[src/rtl/bdc_pkg.sv]
// Business-day calendar package: command and status codes, calendar
// constants, holiday reset values and month tables.
// No dependencies; used by business_day_calendar_unit.
`default_nettype none

package bdc_pkg;

   // Commands
   localparam logic [2:0] CMD_CLASSIFY = 3'd0;
   localparam logic [2:0] CMD_ADD_CAL  = 3'd1;
   localparam logic [2:0] CMD_ADD_BUS  = 3'd2;
   localparam logic [2:0] CMD_DIFF_CAL = 3'd3;
   localparam logic [2:0] CMD_DIFF_BUS = 3'd4;

   // Status codes
   localparam logic [1:0] STATUS_OK      = 2'd0;
   localparam logic [1:0] STATUS_INVALID = 2'd1;
   localparam logic [1:0] STATUS_ORDER   = 2'd2;

   // Parameter defaults and fixed widths
   localparam int HOLIDAY_SLOTS_DEF   = 8;
   localparam int DAY_NUMBER_BITS_DEF = 16;
   localparam int MAX_SLOTS           = 8;
   localparam int CSR_INDEX_BITS      = 3;
   localparam int HOL_BITS            = 9;
   localparam int CIVIL_BITS          = 21;
   localparam int MUL_BITS            = 21;

   // Day count of 1 Jan 1980 from 1 Mar of year 0; day count of 31 Dec 4095 from 1 Jan 1980
   localparam logic [CIVIL_BITS-1:0] CIVIL_BASE = 21'd723120;
   localparam int                    CIVIL_TOP  = 772853;
   localparam logic [11:0]           FIRST_YEAR = 12'd1980;

   // Reciprocals for division by constants (exact over the ranges used)
   localparam logic [MUL_BITS-1:0] RCP_100 = 21'd5243;    // >> 19
   localparam logic [MUL_BITS-1:0] RCP_19  = 21'd3450;    // >> 16
   localparam logic [MUL_BITS-1:0] RCP_25  = 21'd2622;    // >> 16
   localparam logic [MUL_BITS-1:0] RCP_30  = 21'd2185;    // >> 16
   localparam logic [MUL_BITS-1:0] RCP_7S  = 21'd9363;    // >> 16
   localparam logic [MUL_BITS-1:0] RCP_7L  = 21'd1198373; // >> 23
   localparam logic [MUL_BITS-1:0] DAYS_YEAR = 21'd365;

   typedef logic [HOL_BITS-1:0] holiday_type;

   typedef struct packed {
      logic [11:0] year;
      logic [3:0]  month;
      logic [4:0]  day;
   } date_type;

   localparam holiday_type HOL_RESET [MAX_SLOTS] = '{
      9'd33, 9'd69, 9'd117, 9'd161, 9'd304, 9'd372, 9'd396, 9'd409
   };

   // Days in month; zero for a month code outside 1..12
   function automatic logic [4:0] month_len(input logic [3:0] m, input logic leap);
      logic [4:0] len;
      unique case (m)
         4'd1, 4'd3, 4'd5, 4'd7, 4'd8, 4'd10, 4'd12: len = 5'd31;
         4'd4, 4'd6, 4'd9, 4'd11:                    len = 5'd30;
         4'd2:                                       len = leap ? 5'd29 : 5'd28;
         default:                                    len = 5'd0;
      endcase
      return len;
   endfunction

   // Days from 1 Mar to the first of month m (March-based year)
   function automatic logic [8:0] month_offset(input logic [3:0] m);
      logic [8:0] ofs;
      unique case (m)
         4'd3:    ofs = 9'd0;
         4'd4:    ofs = 9'd31;
         4'd5:    ofs = 9'd61;
         4'd6:    ofs = 9'd92;
         4'd7:    ofs = 9'd122;
         4'd8:    ofs = 9'd153;
         4'd9:    ofs = 9'd184;
         4'd10:   ofs = 9'd214;
         4'd11:   ofs = 9'd245;
         4'd12:   ofs = 9'd275;
         4'd1:    ofs = 9'd306;
         4'd2:    ofs = 9'd337;
         default: ofs = 9'd0;
      endcase
      return ofs;
   endfunction

endpackage

`default_nettype wire

[src/rtl/business_day_calendar_unit.sv]
// Business-day calendar: classify dates, add calendar or business days,
// count days between dates. One sequencer around a shared multiplier.
// Depends on bdc_pkg.
//
//   channel  direction  handshake              payload
//   req      in         req_valid / req_stall  cmd, dates a and b, day_delta
//   rsp      out        rsp_valid / rsp_stall  status, is_business, date, span
//   csr      in         csr_wr_en              csr_index, csr_wdata (holidays)
//
// Each year setup (leap flag, Easter) runs states Y0 to Y5, each date
// conversion C0 to C2, the weekday W0 and W1. Walking commands step one
// day at a time, through states EVAL and STEP, and rerun the year setup
// at each year boundary that they cross.
// Reset is synchronous and restores the default holiday table.
// req_stall is high while an item is in work; a finished result waits in
// the output register while the next item is taken.
`default_nettype none

module business_day_calendar_unit #(
   parameter int HOLIDAY_SLOTS   = bdc_pkg::HOLIDAY_SLOTS_DEF,
   parameter int DAY_NUMBER_BITS = bdc_pkg::DAY_NUMBER_BITS_DEF
) (
   input  wire logic                                 clock,
   input  wire logic                                 reset,
   // request channel
   input  wire logic                                 req_valid,
   output logic                                      req_stall,
   input  wire logic [2:0]                           req_cmd,
   input  wire logic [11:0]                          req_year_a,
   input  wire logic [3:0]                           req_month_a,
   input  wire logic [4:0]                           req_day_a,
   input  wire logic [11:0]                          req_year_b,
   input  wire logic [3:0]                           req_month_b,
   input  wire logic [4:0]                           req_day_b,
   input  wire logic signed [15:0]                   req_day_delta,
   // response channel
   output logic                                      rsp_valid,
   input  wire logic                                 rsp_stall,
   output logic [1:0]                                rsp_status,
   output logic                                      rsp_is_business,
   output logic [11:0]                               rsp_out_year,
   output logic [3:0]                                rsp_out_month,
   output logic [4:0]                                rsp_out_day,
   output logic [15:0]                               rsp_day_span,
   // configuration
   input  wire logic                                 csr_wr_en,
   input  wire logic [bdc_pkg::CSR_INDEX_BITS-1:0]   csr_index,
   input  wire logic [bdc_pkg::HOL_BITS-1:0]         csr_wdata
);

   localparam int DNB     = DAY_NUMBER_BITS;
   localparam int LIM     = (1 << DNB) - 1;
   localparam int DAY_MAX = (LIM < bdc_pkg::CIVIL_TOP) ? LIM : bdc_pkg::CIVIL_TOP;
   localparam logic [DNB-1:0] POS_MAX = DNB'(DAY_MAX);
   localparam int CB = bdc_pkg::CIVIL_BITS;
   localparam int MB = bdc_pkg::MUL_BITS;

   // Sequencer states
   localparam logic [3:0] ST_IDLE = 4'd0;
   localparam logic [3:0] ST_Y0   = 4'd1;
   localparam logic [3:0] ST_Y1   = 4'd2;
   localparam logic [3:0] ST_Y2   = 4'd3;
   localparam logic [3:0] ST_Y3   = 4'd4;
   localparam logic [3:0] ST_Y4   = 4'd5;
   localparam logic [3:0] ST_Y5   = 4'd6;
   localparam logic [3:0] ST_C0   = 4'd7;
   localparam logic [3:0] ST_C1   = 4'd8;
   localparam logic [3:0] ST_C2   = 4'd9;
   localparam logic [3:0] ST_W0   = 4'd10;
   localparam logic [3:0] ST_W1   = 4'd11;
   localparam logic [3:0] ST_DISP = 4'd12;
   localparam logic [3:0] ST_EVAL = 4'd13;
   localparam logic [3:0] ST_STEP = 4'd14;
   localparam logic [3:0] ST_DONE = 4'd15;

   // What a year setup returns to
   localparam logic [1:0] PH_B    = 2'd0;
   localparam logic [1:0] PH_A    = 2'd1;
   localparam logic [1:0] PH_WALK = 2'd2;

   // Control registers
   logic [3:0]  state_ff, state_in;
   logic [1:0]  phase_ff, phase_in;
   logic        rsp_valid_ff, rsp_valid_in;

   // Item and working registers
   logic [2:0]               cmd_ff, cmd_in;
   bdc_pkg::date_type        date_a_ff, date_a_in;
   logic signed [15:0]       delta_ff, delta_in;
   bdc_pkg::date_type        cur_ff, cur_in;
   logic                     leap_ff, leap_in;
   logic [5:0]               c_ff, c_in;
   logic [4:0]               g_ff, g_in;
   logic [9:0]               hraw_ff, hraw_in;
   logic [4:0]               i_ff, i_in;
   logic [12:0]              jsum_ff, jsum_in;
   logic [5:0]               emd_ff, emd_in;
   logic [CB-1:0]            p365_ff, p365_in;
   logic [2*MB-1:0]          prod_ff;
   logic [DNB-1:0]           pos_ff, pos_in;
   logic [DNB-1:0]           dn_b_ff, dn_b_in;
   logic [2:0]               wd_ff, wd_in;
   logic [15:0]              n_ff, n_in;
   logic                     dir_ff, dir_in;
   logic                     stepped_ff, stepped_in;
   logic [1:0]               res_status_ff, res_status_in;
   logic                     res_isb_ff, res_isb_in;
   logic                     res_date_ok_ff, res_date_ok_in;
   logic [15:0]              res_span_ff, res_span_in;

   // Output registers
   logic [1:0]               rsp_status_ff, rsp_status_in;
   logic                     rsp_isb_ff, rsp_isb_in;
   bdc_pkg::date_type        rsp_date_ff, rsp_date_in;
   logic [15:0]              rsp_span_ff, rsp_span_in;

   // Holiday table
   bdc_pkg::holiday_type     hol_ff [HOLIDAY_SLOTS];
   bdc_pkg::holiday_type     hol_in [HOLIDAY_SLOTS];

   // Shared multiplier operands
   logic [MB-1:0] mul_a, mul_b;

   // Year setup arithmetic
   logic [7:0]  gq;
   logic [11:0] y100;
   logic [3:0]  t25;
   logic [3:0]  hq;
   logic [4:0]  h_val;
   logic [4:0]  i_val;
   logic [9:0]  jq;
   logic [2:0]  j_val;

   // Date conversion arithmetic
   logic [11:0]   yy;
   logic [5:0]    q100;
   logic [CB-1:0] civil_full;
   logic [CB-1:0] dn_full;
   logic          date_ok;
   logic [16:0]   wq;

   // Stepping and classification
   logic [4:0]          dim_cur;
   bdc_pkg::date_type   next_fwd, next_back;
   logic                ychg_fwd, ychg_back;
   logic [6:0]          mday;
   logic                easter_hit;
   logic                hol_hit;
   logic                is_bus;
   logic signed [21:0]  r_sum;
   logic                r_bad;
   logic [CB-1:0]       diff_span;
   logic [15:0]         delta_mag;
   logic                delta_pos;
   logic [15:0]         n_eff;
   logic                step_fwd;
   logic                out_free;

   // Year setup: century, golden number, leap flag, Easter
   always_comb begin
      gq    = prod_ff[23:16];
      y100  = 12'(c_ff) * 12'd100;
      t25   = prod_ff[19:16];
      hq    = prod_ff[19:16];
      h_val = 5'(hraw_ff - 10'(hq) * 10'd30);
      if (h_val < 5'd28) begin
         i_val = h_val;
      end else if (h_val == 5'd29) begin
         i_val = 5'd28;
      end else begin
         i_val = (g_ff <= 5'd10) ? 5'd28 : 5'd27;
      end
      jq    = prod_ff[25:16];
      j_val = 3'(jsum_ff - 13'(jq) * 13'd7);
   end

   // Date to day number (civil count from 1 Mar of year 0)
   always_comb begin
      yy   = (cur_ff.month <= 4'd2) ? cur_ff.year - 12'd1 : cur_ff.year;
      q100 = prod_ff[24:19];
      civil_full = p365_ff + CB'(yy >> 2) - CB'(q100) + CB'(q100 >> 2)
                 + CB'(bdc_pkg::month_offset(cur_ff.month)) + CB'(cur_ff.day) - CB'(1);
      dn_full = civil_full - bdc_pkg::CIVIL_BASE;
      date_ok = (cur_ff.year >= bdc_pkg::FIRST_YEAR)
             && (cur_ff.month >= 4'd1) && (cur_ff.month <= 4'd12)
             && (cur_ff.day >= 5'd1) && (cur_ff.day <= dim_cur)
             && (dn_full <= CB'(DAY_MAX));
      wq = prod_ff[39:23];
   end

   // Next and previous calendar day
   always_comb begin
      dim_cur   = bdc_pkg::month_len(cur_ff.month, leap_ff);
      next_fwd  = cur_ff;
      ychg_fwd  = 1'b0;
      if (cur_ff.day >= dim_cur) begin
         next_fwd.day = 5'd1;
         if (cur_ff.month == 4'd12) begin
            next_fwd.month = 4'd1;
            next_fwd.year  = cur_ff.year + 12'd1;
            ychg_fwd       = 1'b1;
         end else begin
            next_fwd.month = cur_ff.month + 4'd1;
         end
      end else begin
         next_fwd.day = cur_ff.day + 5'd1;
      end
      next_back = cur_ff;
      ychg_back = 1'b0;
      if (cur_ff.day <= 5'd1) begin
         if (cur_ff.month <= 4'd1) begin
            next_back.month = 4'd12;
            next_back.day   = 5'd31;
            next_back.year  = cur_ff.year - 12'd1;
            ychg_back       = 1'b1;
         end else begin
            next_back.month = cur_ff.month - 4'd1;
            next_back.day   = bdc_pkg::month_len(cur_ff.month - 4'd1, leap_ff);
         end
      end else begin
         next_back.day = cur_ff.day - 5'd1;
      end
   end

   // Business-day test on the current date
   always_comb begin
      if (cur_ff.month == 4'd4) begin
         mday = 7'(cur_ff.day) + 7'd31;
      end else begin
         mday = 7'(cur_ff.day);
      end
      easter_hit = ((cur_ff.month == 4'd3) || (cur_ff.month == 4'd4))
                && ((mday + 7'd3 == 7'(emd_ff)) || (mday + 7'd2 == 7'(emd_ff)));
      hol_hit = 1'b0;
      for (int k = 0; k < HOLIDAY_SLOTS; k++) begin
         if ((hol_ff[k] != '0) && (hol_ff[k] == {cur_ff.month, cur_ff.day})) begin
            hol_hit = 1'b1;
         end
      end
      is_bus = (wd_ff < 3'd5) && !easter_hit && !hol_hit;
   end

   // Command dispatch helpers
   always_comb begin
      r_sum     = $signed(22'(pos_ff)) + 22'(delta_ff);
      r_bad     = r_sum[21] || (r_sum[20:0] > 21'(DAY_MAX));
      diff_span = CB'(dn_b_ff) - CB'(pos_ff);
      delta_mag = delta_ff[15] ? (16'd0 - $unsigned(delta_ff)) : $unsigned(delta_ff);
      delta_pos = !delta_ff[15] && (delta_ff != 16'sd0);
      n_eff     = n_ff - 16'((stepped_ff && is_bus) ? 1 : 0);
      step_fwd  = dir_ff;
      out_free  = !rsp_valid_ff || !rsp_stall;
   end

   // Shared multiplier operand select
   always_comb begin
      mul_a = '0;
      mul_b = '0;
      unique case (state_ff)
         ST_Y0: begin
            mul_a = MB'(cur_ff.year);
            mul_b = bdc_pkg::RCP_100;
         end
         ST_Y1: begin
            mul_a = MB'(cur_ff.year);
            mul_b = bdc_pkg::RCP_19;
         end
         ST_Y2: begin
            mul_a = MB'({c_ff, 3'b000}) + MB'(13);
            mul_b = bdc_pkg::RCP_25;
         end
         ST_Y3: begin
            mul_a = MB'(hraw_in);
            mul_b = bdc_pkg::RCP_30;
         end
         ST_Y4: begin
            mul_a = MB'(jsum_in);
            mul_b = bdc_pkg::RCP_7S;
         end
         ST_C0: begin
            mul_a = MB'(yy);
            mul_b = bdc_pkg::DAYS_YEAR;
         end
         ST_C1: begin
            mul_a = MB'(yy);
            mul_b = bdc_pkg::RCP_100;
         end
         ST_W0: begin
            mul_a = MB'(pos_ff) + MB'(1);
            mul_b = bdc_pkg::RCP_7L;
         end
         default: begin
            mul_a = '0;
            mul_b = '0;
         end
      endcase
   end

   // Holiday register writes
   always_comb begin
      for (int k = 0; k < HOLIDAY_SLOTS; k++) begin
         hol_in[k] = hol_ff[k];
         if (csr_wr_en && (csr_index == bdc_pkg::CSR_INDEX_BITS'(k))) begin
            hol_in[k] = csr_wdata;
         end
      end
   end

   // Sequencer
   always_comb begin
      state_in       = state_ff;
      phase_in       = phase_ff;
      cmd_in         = cmd_ff;
      date_a_in      = date_a_ff;
      delta_in       = delta_ff;
      cur_in         = cur_ff;
      leap_in        = leap_ff;
      c_in           = c_ff;
      g_in           = g_ff;
      hraw_in        = hraw_ff;
      i_in           = i_ff;
      jsum_in        = jsum_ff;
      emd_in         = emd_ff;
      p365_in        = p365_ff;
      pos_in         = pos_ff;
      dn_b_in        = dn_b_ff;
      wd_in          = wd_ff;
      n_in           = n_ff;
      dir_in         = dir_ff;
      stepped_in     = stepped_ff;
      res_status_in  = res_status_ff;
      res_isb_in     = res_isb_ff;
      res_date_ok_in = res_date_ok_ff;
      res_span_in    = res_span_ff;
      rsp_status_in  = rsp_status_ff;
      rsp_isb_in     = rsp_isb_ff;
      rsp_date_in    = rsp_date_ff;
      rsp_span_in    = rsp_span_ff;
      rsp_valid_in   = rsp_valid_ff && rsp_stall;

      unique case (state_ff)
         ST_IDLE: begin
            if (req_valid) begin
               cmd_in         = req_cmd;
               date_a_in      = '{req_year_a, req_month_a, req_day_a};
               delta_in       = req_day_delta;
               res_status_in  = bdc_pkg::STATUS_OK;
               res_isb_in     = 1'b0;
               res_date_ok_in = 1'b0;
               res_span_in    = '0;
               if (req_cmd > bdc_pkg::CMD_DIFF_BUS) begin
                  res_status_in = bdc_pkg::STATUS_INVALID;
                  state_in      = ST_DONE;
               end else if (req_cmd >= bdc_pkg::CMD_DIFF_CAL) begin
                  cur_in   = '{req_year_b, req_month_b, req_day_b};
                  phase_in = PH_B;
                  state_in = ST_Y0;
               end else begin
                  cur_in   = '{req_year_a, req_month_a, req_day_a};
                  phase_in = PH_A;
                  state_in = ST_Y0;
               end
            end
         end
         ST_Y0: begin
            state_in = ST_Y1;
         end
         ST_Y1: begin
            c_in     = prod_ff[24:19];
            state_in = ST_Y2;
         end
         ST_Y2: begin
            g_in     = 5'(cur_ff.year - 12'(gq) * 12'd19);
            leap_in  = (cur_ff.year[1:0] == 2'd0)
                    && ((cur_ff.year != y100) || (c_ff[1:0] == 2'd0));
            state_in = ST_Y3;
         end
         ST_Y3: begin
            hraw_in  = 10'(c_ff) - 10'(c_ff >> 2) - 10'(t25)
                     + 10'(g_ff) * 10'd19 + 10'd15;
            state_in = ST_Y4;
         end
         ST_Y4: begin
            i_in     = i_val;
            jsum_in  = 13'(cur_ff.year) + 13'(cur_ff.year >> 2) + 13'(i_val) + 13'd2
                     - 13'(c_ff) + 13'(c_ff >> 2);
            state_in = ST_Y5;
         end
         ST_Y5: begin
            emd_in   = 6'(i_ff) + 6'd28 - 6'(j_val);
            state_in = (phase_ff == PH_WALK) ? ST_EVAL : ST_C0;
         end
         ST_C0: begin
            state_in = ST_C1;
         end
         ST_C1: begin
            p365_in  = prod_ff[CB-1:0];
            state_in = ST_C2;
         end
         ST_C2: begin
            if (!date_ok) begin
               res_status_in = bdc_pkg::STATUS_INVALID;
               state_in      = ST_DONE;
            end else if (phase_ff == PH_B) begin
               dn_b_in  = dn_full[DNB-1:0];
               cur_in   = date_a_ff;
               phase_in = PH_A;
               state_in = ST_Y0;
            end else begin
               pos_in   = dn_full[DNB-1:0];
               state_in = ST_W0;
            end
         end
         ST_W0: begin
            state_in = ST_W1;
         end
         ST_W1: begin
            wd_in    = 3'(MB'(pos_ff) + MB'(1) - MB'(wq) * MB'(7));
            state_in = ST_DISP;
         end
         ST_DISP: begin
            n_in       = delta_mag;
            dir_in     = (cmd_ff == bdc_pkg::CMD_DIFF_BUS) ? 1'b1 : delta_pos;
            stepped_in = 1'b0;
            phase_in   = PH_WALK;
            state_in   = ST_EVAL;
            unique case (cmd_ff)
               bdc_pkg::CMD_CLASSIFY: begin
                  res_isb_in = is_bus;
                  state_in   = ST_DONE;
               end
               bdc_pkg::CMD_ADD_CAL: begin
                  if (r_bad) begin
                     res_status_in = bdc_pkg::STATUS_ORDER;
                     state_in      = ST_DONE;
                  end
               end
               bdc_pkg::CMD_DIFF_CAL: begin
                  if (dn_b_ff < pos_ff) begin
                     res_status_in = bdc_pkg::STATUS_ORDER;
                  end else begin
                     res_span_in = (|diff_span[CB-1:16]) ? 16'hFFFF : diff_span[15:0];
                  end
                  state_in = ST_DONE;
               end
               bdc_pkg::CMD_DIFF_BUS: begin
                  if (dn_b_ff < pos_ff) begin
                     res_status_in = bdc_pkg::STATUS_ORDER;
                     state_in      = ST_DONE;
                  end
               end
               default: begin
                  state_in = ST_EVAL;
               end
            endcase
         end
         ST_EVAL: begin
            unique case (cmd_ff)
               bdc_pkg::CMD_ADD_CAL: begin
                  // move |delta| days, then roll over non-business days
                  if (n_ff != '0) begin
                     n_in     = n_ff - 16'd1;
                     state_in = ST_STEP;
                  end else if (is_bus) begin
                     res_date_ok_in = 1'b1;
                     state_in       = ST_DONE;
                  end else if (dir_ff ? (pos_ff >= POS_MAX) : (pos_ff == '0)) begin
                     res_status_in = bdc_pkg::STATUS_ORDER;
                     state_in      = ST_DONE;
                  end else begin
                     state_in = ST_STEP;
                  end
               end
               bdc_pkg::CMD_ADD_BUS: begin
                  n_in = n_eff;
                  if (n_eff == '0) begin
                     res_date_ok_in = 1'b1;
                     state_in       = ST_DONE;
                  end else if (dir_ff ? (pos_ff >= POS_MAX) : (pos_ff == '0)) begin
                     res_status_in = bdc_pkg::STATUS_ORDER;
                     state_in      = ST_DONE;
                  end else begin
                     state_in = ST_STEP;
                  end
               end
               default: begin
                  // business difference: count business days after the start
                  if (stepped_ff && is_bus && (res_span_ff != 16'hFFFF)) begin
                     res_span_in = res_span_ff + 16'd1;
                  end
                  state_in = (pos_ff == dn_b_ff) ? ST_DONE : ST_STEP;
               end
            endcase
         end
         ST_STEP: begin
            stepped_in = 1'b1;
            if (step_fwd) begin
               pos_in   = pos_ff + DNB'(1);
               cur_in   = next_fwd;
               wd_in    = (wd_ff >= 3'd6) ? 3'd0 : wd_ff + 3'd1;
               state_in = ychg_fwd ? ST_Y0 : ST_EVAL;
            end else begin
               pos_in   = pos_ff - DNB'(1);
               cur_in   = next_back;
               wd_in    = (wd_ff == 3'd0) ? 3'd6 : wd_ff - 3'd1;
               state_in = ychg_back ? ST_Y0 : ST_EVAL;
            end
         end
         ST_DONE: begin
            if (out_free) begin
               rsp_valid_in  = 1'b1;
               rsp_status_in = res_status_ff;
               rsp_isb_in    = res_isb_ff;
               rsp_date_in   = res_date_ok_ff ? cur_ff : '0;
               rsp_span_in   = res_span_ff;
               state_in      = ST_IDLE;
            end
         end
         default: begin
            state_in = ST_IDLE;
         end
      endcase
   end

   // Control state
   always_ff @(posedge clock) begin
      if (reset) begin
         state_ff     <= ST_IDLE;
         phase_ff     <= PH_A;
         rsp_valid_ff <= 1'b0;
      end else begin
         state_ff     <= state_in;
         phase_ff     <= phase_in;
         rsp_valid_ff <= rsp_valid_in;
      end
   end

   // Holiday table
   always_ff @(posedge clock) begin
      for (int k = 0; k < HOLIDAY_SLOTS; k++) begin
         if (reset) begin
            hol_ff[k] <= bdc_pkg::HOL_RESET[k];
         end else begin
            hol_ff[k] <= hol_in[k];
         end
      end
   end

   // Datapath
   always_ff @(posedge clock) begin
      prod_ff        <= (2*MB)'(mul_a) * (2*MB)'(mul_b);
      cmd_ff         <= cmd_in;
      date_a_ff      <= date_a_in;
      delta_ff       <= delta_in;
      cur_ff         <= cur_in;
      leap_ff        <= leap_in;
      c_ff           <= c_in;
      g_ff           <= g_in;
      hraw_ff        <= hraw_in;
      i_ff           <= i_in;
      jsum_ff        <= jsum_in;
      emd_ff         <= emd_in;
      p365_ff        <= p365_in;
      pos_ff         <= pos_in;
      dn_b_ff        <= dn_b_in;
      wd_ff          <= wd_in;
      n_ff           <= n_in;
      dir_ff         <= dir_in;
      stepped_ff     <= stepped_in;
      res_status_ff  <= res_status_in;
      res_isb_ff     <= res_isb_in;
      res_date_ok_ff <= res_date_ok_in;
      res_span_ff    <= res_span_in;
      rsp_status_ff  <= rsp_status_in;
      rsp_isb_ff     <= rsp_isb_in;
      rsp_date_ff    <= rsp_date_in;
      rsp_span_ff    <= rsp_span_in;
   end

   // Ports
   assign req_stall       = (state_ff != ST_IDLE);
   assign rsp_valid       = rsp_valid_ff;
   assign rsp_status      = rsp_status_ff;
   assign rsp_is_business = rsp_isb_ff;
   assign rsp_out_year    = rsp_date_ff.year;
   assign rsp_out_month   = rsp_date_ff.month;
   assign rsp_out_day     = rsp_date_ff.day;
   assign rsp_day_span    = rsp_span_ff;

   // Checks
   a_err_clean: assert property (@(posedge clock) disable iff (reset)
      (rsp_valid_ff && (rsp_status_ff != bdc_pkg::STATUS_OK)) |->
         (!rsp_isb_ff && (rsp_span_ff == '0) && (rsp_date_ff == '0)))
      else $error("error result carries nonzero fields");

   a_rsp_from_done: assert property (@(posedge clock) disable iff (reset)
      $rose(rsp_valid_ff) |-> ($past(state_ff) == ST_DONE))
      else $error("result appeared outside the done state");

   a_walk_range: assert property (@(posedge clock) disable iff (reset)
      (state_ff == ST_EVAL) |-> ((pos_ff <= POS_MAX) && (wd_ff <= 3'd6)))
      else $error("walk position or weekday out of range");

   a_step_date: assert property (@(posedge clock) disable iff (reset)
      (state_ff == ST_STEP) |->
         ((cur_ff.day != 5'd0) && (cur_ff.month >= 4'd1) && (cur_ff.month <= 4'd12)))
      else $error("stepping from a malformed date");

   a_accept_busy: assert property (@(posedge clock) disable iff (reset)
      (req_valid && !req_stall) |=> (state_ff != ST_IDLE))
      else $error("accepted item did not start work");

endmodule

`default_nettype wire
[config.mk]
export PLATFORM = sky130hd
export DESIGN_NAME = business_day_calendar_unit
export DESIGN_NICKNAME = d
export VERILOG_FILES = /design/src/rtl/bdc_pkg.sv /design/src/rtl/business_day_calendar_unit.sv
export SDC_FILE = /design/constraint.sdc
export NUM_CORES = 2
export LEC_CHECK = 0
export ABC_CLOCK_PERIOD_IN_PS = 11180
export BUFFER_PORTS_ARGS = -buffer_cell sky130_fd_sc_hd__buf_2
export CAP_MARGIN = 15
export CELL_PAD_IN_SITES_DETAIL_PLACEMENT = 0
export CELL_PAD_IN_SITES_GLOBAL_PLACEMENT = 1
export CORE_MARGIN = 3
export CORE_UTILIZATION = 42
export DETAILED_ROUTE_END_ITERATION = 12
export PLACE_DENSITY = 0.81
export SYNTH_ARGS = -nofsm -noshare
export SYNTH_HDL_FRONTEND = slang
export SYNTH_SLANG_ARGS = --single-unit
[constraint.sdc]
create_clock -name clock -period 11.18 [get_ports clock]
set_input_delay 0.559 -clock clock [delete_from_list [all_inputs] [get_ports clock]]
set_output_delay 0.559 -clock clock [all_outputs]
set_load 0.005 [all_outputs]
[After elaboration in Yosys (flattened, before gate mapping)]
Memory sizes are Yosys's and may differ from the RTL's. A register that Yosys moved wholly into a read port is not among the register bits.
Index checks and enable logic that the tools add are counted.
Operators by class
  multipliers: 7
  eq/ne operators: 91
  order comparisons: 19
  multiplexer cells: 128
  bitwise gates (word level): 8
  $add $sub $neg: 43
  divide/modulo/power cells: 0
  shift-type cells: 0
  reductions and logical operators: 94
Operator list (number)
  16-bit 2-to-1 mux: 13
  9-bit 2-to-1 mux: 17
  21-bit case mux with 7 select lines: 1
  21-bit 2-to-1 mux: 6
  17-bit case mux with 6 select lines: 1
  16-bit case mux with 2 select lines: 3
  4-bit == test, second input constant: 18
  9-bit == test: 8
  9-bit nonzero test: 8
  4-bit case mux with 16 select lines: 1
  21-bit case mux with 3 select lines: 1
  4-bit by 3-bit == test with 1-bit output, second input constant: 12
  4-bit 2-to-1 mux: 12
  16-bit case mux with 3 select lines: 1
  3-bit != test, second input constant: 14
  17-bit by 21-bit multiplier with 38-bit output: 1
  12-bit 2-to-1 mux: 3
  16-bit by 1-bit adder with 16-bit output, second input constant: 2
  16-bit logical NOT: 2
  16-bit nonzero test: 2
  16-bit by 1-bit subtractor with 16-bit output, second input constant: 2
  1-bit 2-to-1 mux: 31
  5-bit case mux with 3 select lines: 2
  1-bit logical AND: 29
  105 further kinds: 200
Storage, ports and cells
  register bits after elaboration: 286
  latch bits: 0
  memory bits (writable): 72
  memories kept: 2
  memory bits (read-only): 144
  word-level logic and storage cells: 428
  output and inout bits: 42
Memory list
  (no name shown): words 16, width 9, read ports 1, clocked after memory_dff 1, wr ports 0, line bdc_pkg.sv:70  | unique case (m)
  hol_ff: words 8, width 9, read ports 8, clocked after memory_dff 0, wr ports 8, line business_day_calendar_unit.sv:118  | bdc_pkg::holiday_type hol_ff [HOLIDAY_SLOTS];

[Longest topological paths before layout]
An unclocked memory read counts as a cell.
  depth in word-level cells: 20
  mapped depth: 46
  mapped depth without buffers: 46

[Worst setup path after synthesis]
No wires, ideal clock.
  path type: reg-to-reg
  from: register c_ff[0]
  to: register prod_ff[24]
  stages on the path, launching flop included: 44
  slack: 0.764 ns
  arrival: 10.345 ns
  required time: 11.108 ns
  library setup time: 0.072 ns
  cells stage by stage: edfxtp_1 inv_1 ha_1 inv_1 fa_1 xor2_1 ha_1 nor2b_1 o21ai_0 nand2b_1 xnor2_1 fa_1 ha_1 fa_1 ha_1 ha_1 o21ai_0 a21boi_0 (+8 left out) fa_1 inv_1 fa_1 inv_1 ha_1 fa_1 fa_1 inv_1 fa_1 inv_1 ha_1 nand3_1 a211o_1 a41o_1 o21ai_0 a41oi_1 a211oi_1 xor2_1
Between the ends
  cells in the longest elaborated chain, start to end: 7
  elaborated cells on any way between the ends: 11
Ends and longest elaborated chain
  start: declaration: line business_day_calendar_unit.sv:92  | logic [5:0] c_ff, c_in;
  start signal: assignment: line business_day_calendar_unit.sv:557  | c_ff <= c_in;
  6-bit by 4-bit subtractor with 7-bit output: line business_day_calendar_unit.sv:379  | hraw_in = 10'(c_ff) - 10'(c_ff >> 2) - 10'(t25)
  7-bit by 5-bit subtractor with 8-bit output: line business_day_calendar_unit.sv:379
  10-bit adder: line business_day_calendar_unit.sv:380  | + 10'(g_ff) * 10'd19 + 10'd15;
  10-bit by 4-bit adder with 10-bit output: line business_day_calendar_unit.sv:380
  10-bit 2-to-1 mux: line business_day_calendar_unit.sv:341  | unique case (state_ff)
  17-bit case mux with 6 select lines (*): line business_day_calendar_unit.sv:259  | unique case (state_ff)
  17-bit by 21-bit multiplier with 38-bit output (*): line business_day_calendar_unit.sv:551  | prod_ff <= (2*MB)'(mul_a) * (2*MB)'(mul_b);
  end signal: assignment: line business_day_calendar_unit.sv:551
  end: declaration: line business_day_calendar_unit.sv:99  | logic [2*MB-1:0] prod_ff;
Mark *: on every way between the ends. The rest lies on a longest branch, timed or not.
A chain may end at the register's enable or synchronous reset.

[Worst setup path in the final report]
  from: register c_ff[0]
  to: register prod_ff[19]
The elaborated chain is that of the path after synthesis.

==> impl_metrics.py <==
metrics = {
    "worst_setup_path": {
        "worst_ep_required_time_ns": 11.63,
        "crit_family": "adder cells",
        "cp_max_fo": 8,
        "critical_path_class": "flip-flop to flip-flop",
        "path_buf_inv": 9,
        "worstSetupStartpointType": "flip-flop",
        "slowest_delay_ns": 0.57,
        "crit_path_end_kind": "flip-flop",
        "arrival_ns": 11.18,
        "crit_path_frequent_cell": "fa_1",
        "critPathSlowestCell": "fa_1",
    },
    "run": {
        "maxCapViolations": 0,
    },
    "logic_synthesis": {
        "avgSynthCellArea_um2": 9.24,
        "ys_seq_area_share_pct": 27.8,
        "async_flop_share_pct": 0,
        "synth_cell_types": 96,
        "ys_ff_latch": 340,
        "yosysMostFrequentCell": "inv_1",
        "synth_top_area_cell": "edfxtp_1",
        "synth_top_flop_cell": "edfxtp_1",
        "synth_edf_count": 218,
        "syn_area_um2": 32400,
        "yosys_warnings": 0,
        "synthTopCellsByArea": "edfxtp_1 20%, fa_1 16%, ha_1 12%",
        "synthTopCellsByCount": "513 x inv_1, 348 x nand2_1, 316 x ha_1",
        "netlist_instances": 3506,
        "synth_top_area_share_pct": 20.2,
    },
    "run_status": {
        "status": "finished clean",
    },
    "global_routing": {
        "grt_overflow": 0,
        "grt_max_degree": 80,
        "grt_usage_pct": 23.6,
        "antenna_found_initial": 4,
        "grt_pass1_vias": 24500,
        "grt_pass1_wl_um": 147000,
    },
    "timing": {
        "post-route-period-util_pct": 96.0,
        "tightest_slew_ns": 1.10,
        "finalSetupViolations": 0,
        "holdWs_ns": 0.130,
        "slew_violations": 0,
        "worst_slack_ns": 0.449,
        "finalHoldViolCount": 0,
        "relSlewSlack_pct": 26.8,
        "fmax_mhz": 93.2,
        "min_period_ns": 10.73,
        "clock_skew_ns": 0.0552,
    },
    "clocking": {
        "path_clk_slew_ns": 0.06,
        "clock_sinks": 340,
        "clock_latency_ns": 0.61,
        "cts.path.max_buffers": 3,
        "cts-root-buf": "clkbuf_16",
        "cts_tree": "yes",
        "cts_buffers": 44,
        "cts_max_level": 2,
    },
    "floorplanning": {
        "dieArea_um2": 80500,
        "row_count": 101,
        "pin_count": 120,
        "die_x_um": 284,
        "core_um2": 76200,
        "start_util_pct": 42.5,
        "die-height_um": 284,
    },
    "route": {
        "postRouteAntennaNets": 0,
        "wl_per_cell_um": 20.3,
        "post_drt_via_cell_ratio": 5.32,
        "drtIter0Drc": 2032,
        "drcViolationCount": 0,
        "via_count": 25200,
        "wl_um": 96200,
        "dr.pass1.iters": 7,
    },
    "finish": {
        "final_area_um2": 36200,
        "finalNetCount": 4318,
        "fin_cells": 4740,
        "area_growth_pct": 11.7,
        "layout-drive-gt1-share_pct": 9.22,
    },
    "placed_design": {
        "place_area_um2": 34500,
        "dp_hpwl_um": 76200,
        "globalplace.congestion": 1.01,
        "portBuffers": 119,
        "dp_slack_ns": 0.181,
        "dp_cells": 4653,
    },
    "min_path": {
        "hold_path.class": "input pin to flip-flop",
    },
}
## per-layer routing
layer / vias up / global-route usage [%] / wire length [µm]
met3: 140 / 5.01 / 7630
met4: 4 / 7.72 / 3300
met1: 12100 / 32.5 / 42100
met2: 891 / 37.1 / 43200
met5: - / 0 / 28
li1: 12100 / - / -
## final timing paths
check / from / to / slack (ns) / cells after the start
setup / recovery: c_ff[0]$_DFFE_PP_ / prod_ff[19]$_DFF_P_ / 0.45 / 47
hold / removal: req_day_delta[14] / delta_ff[14]$_DFFE_PP_ / 0.13 / 1
setup reg to reg: c_ff[0]$_DFFE_PP_ / prod_ff[19]$_DFF_P_ / 0.45 / 47
hold reg to reg: prod_ff[9]$_DFF_P_ / p365_ff[9]$_DFFE_PP_ / 0.40 / 0
## sequential cells by signal (all words and copies together), names as in the netlist, 21 cells and up, named ones only
signal / flops
prod_ff: 26
hol_ff: 72
cur_ff: 21
p365_ff: 21
date_a_ff: 21
## final cells by class
type | count | area (µm²)
antenna | 2 | 5.00
clock buffer | 56 | 1200
clock inverter | 26 | 288
fill | 7234 | 40000
inverter | 520 | 1950
multi-input combinational | 2565 | 21200
sequential | 340 | 8990
tap | 1030 | 1290
timing repair buffer | 201 | 1210
## per-stage QoR
step | setup TNS, ns | util [%]
floorplan | 0 | -
global placement | 0 | 45.3
detailed placement | 0 | 45.3
CTS | 0 | 47.3
global route | -0.236 | 47.5
finish | 0 | 47.5
## placed cells by master, fill, tap and decap left out, types with 45 or more instances in the layout
cell      instances
nor2_1          199
nand2_1         348
buf_4            80
fa_1            251
ha_1            313
nor3_1           78
and2_1           45
inv_1           511
buf_2           120
nand3_1          64
dfxtp_1         122
o21ai_0         151
xor2_1           59
xnor2_1         255
a21oi_1         179
edfxtp_1        218
## logic make-up (layout without fill, tap and decap cells)
family	Yosys count	after routing	share of synthesized area, %
XOR/XNOR	316	316	8.59
buffers and inverters	631	803	7.48
AND/OR/NAND/NOR	997	997	14.9
adder cells (fa/ha/maj)	568	568	27.8
multiplexers	48	48	1.60
AO/OA/AOI/OAI	604	604	11.8
other	2	34	0.0232
flip-flops	340	340	27.8
## repair_timing
| action | 4_1_cts | 5_1_grt |
|---|---|---|
| resized for setup | 0 | 27 |
| setup buffers | 0 | 2 |
| hold buffers | 0 | 0 |
| endpoints found under the hold margin | 0 | 0 |
| setup endpoints to repair | 0 | 9 |
Power is not shown: default switching activity piles up to over one toggle a cycle in this logic, so the estimate is an artifact.
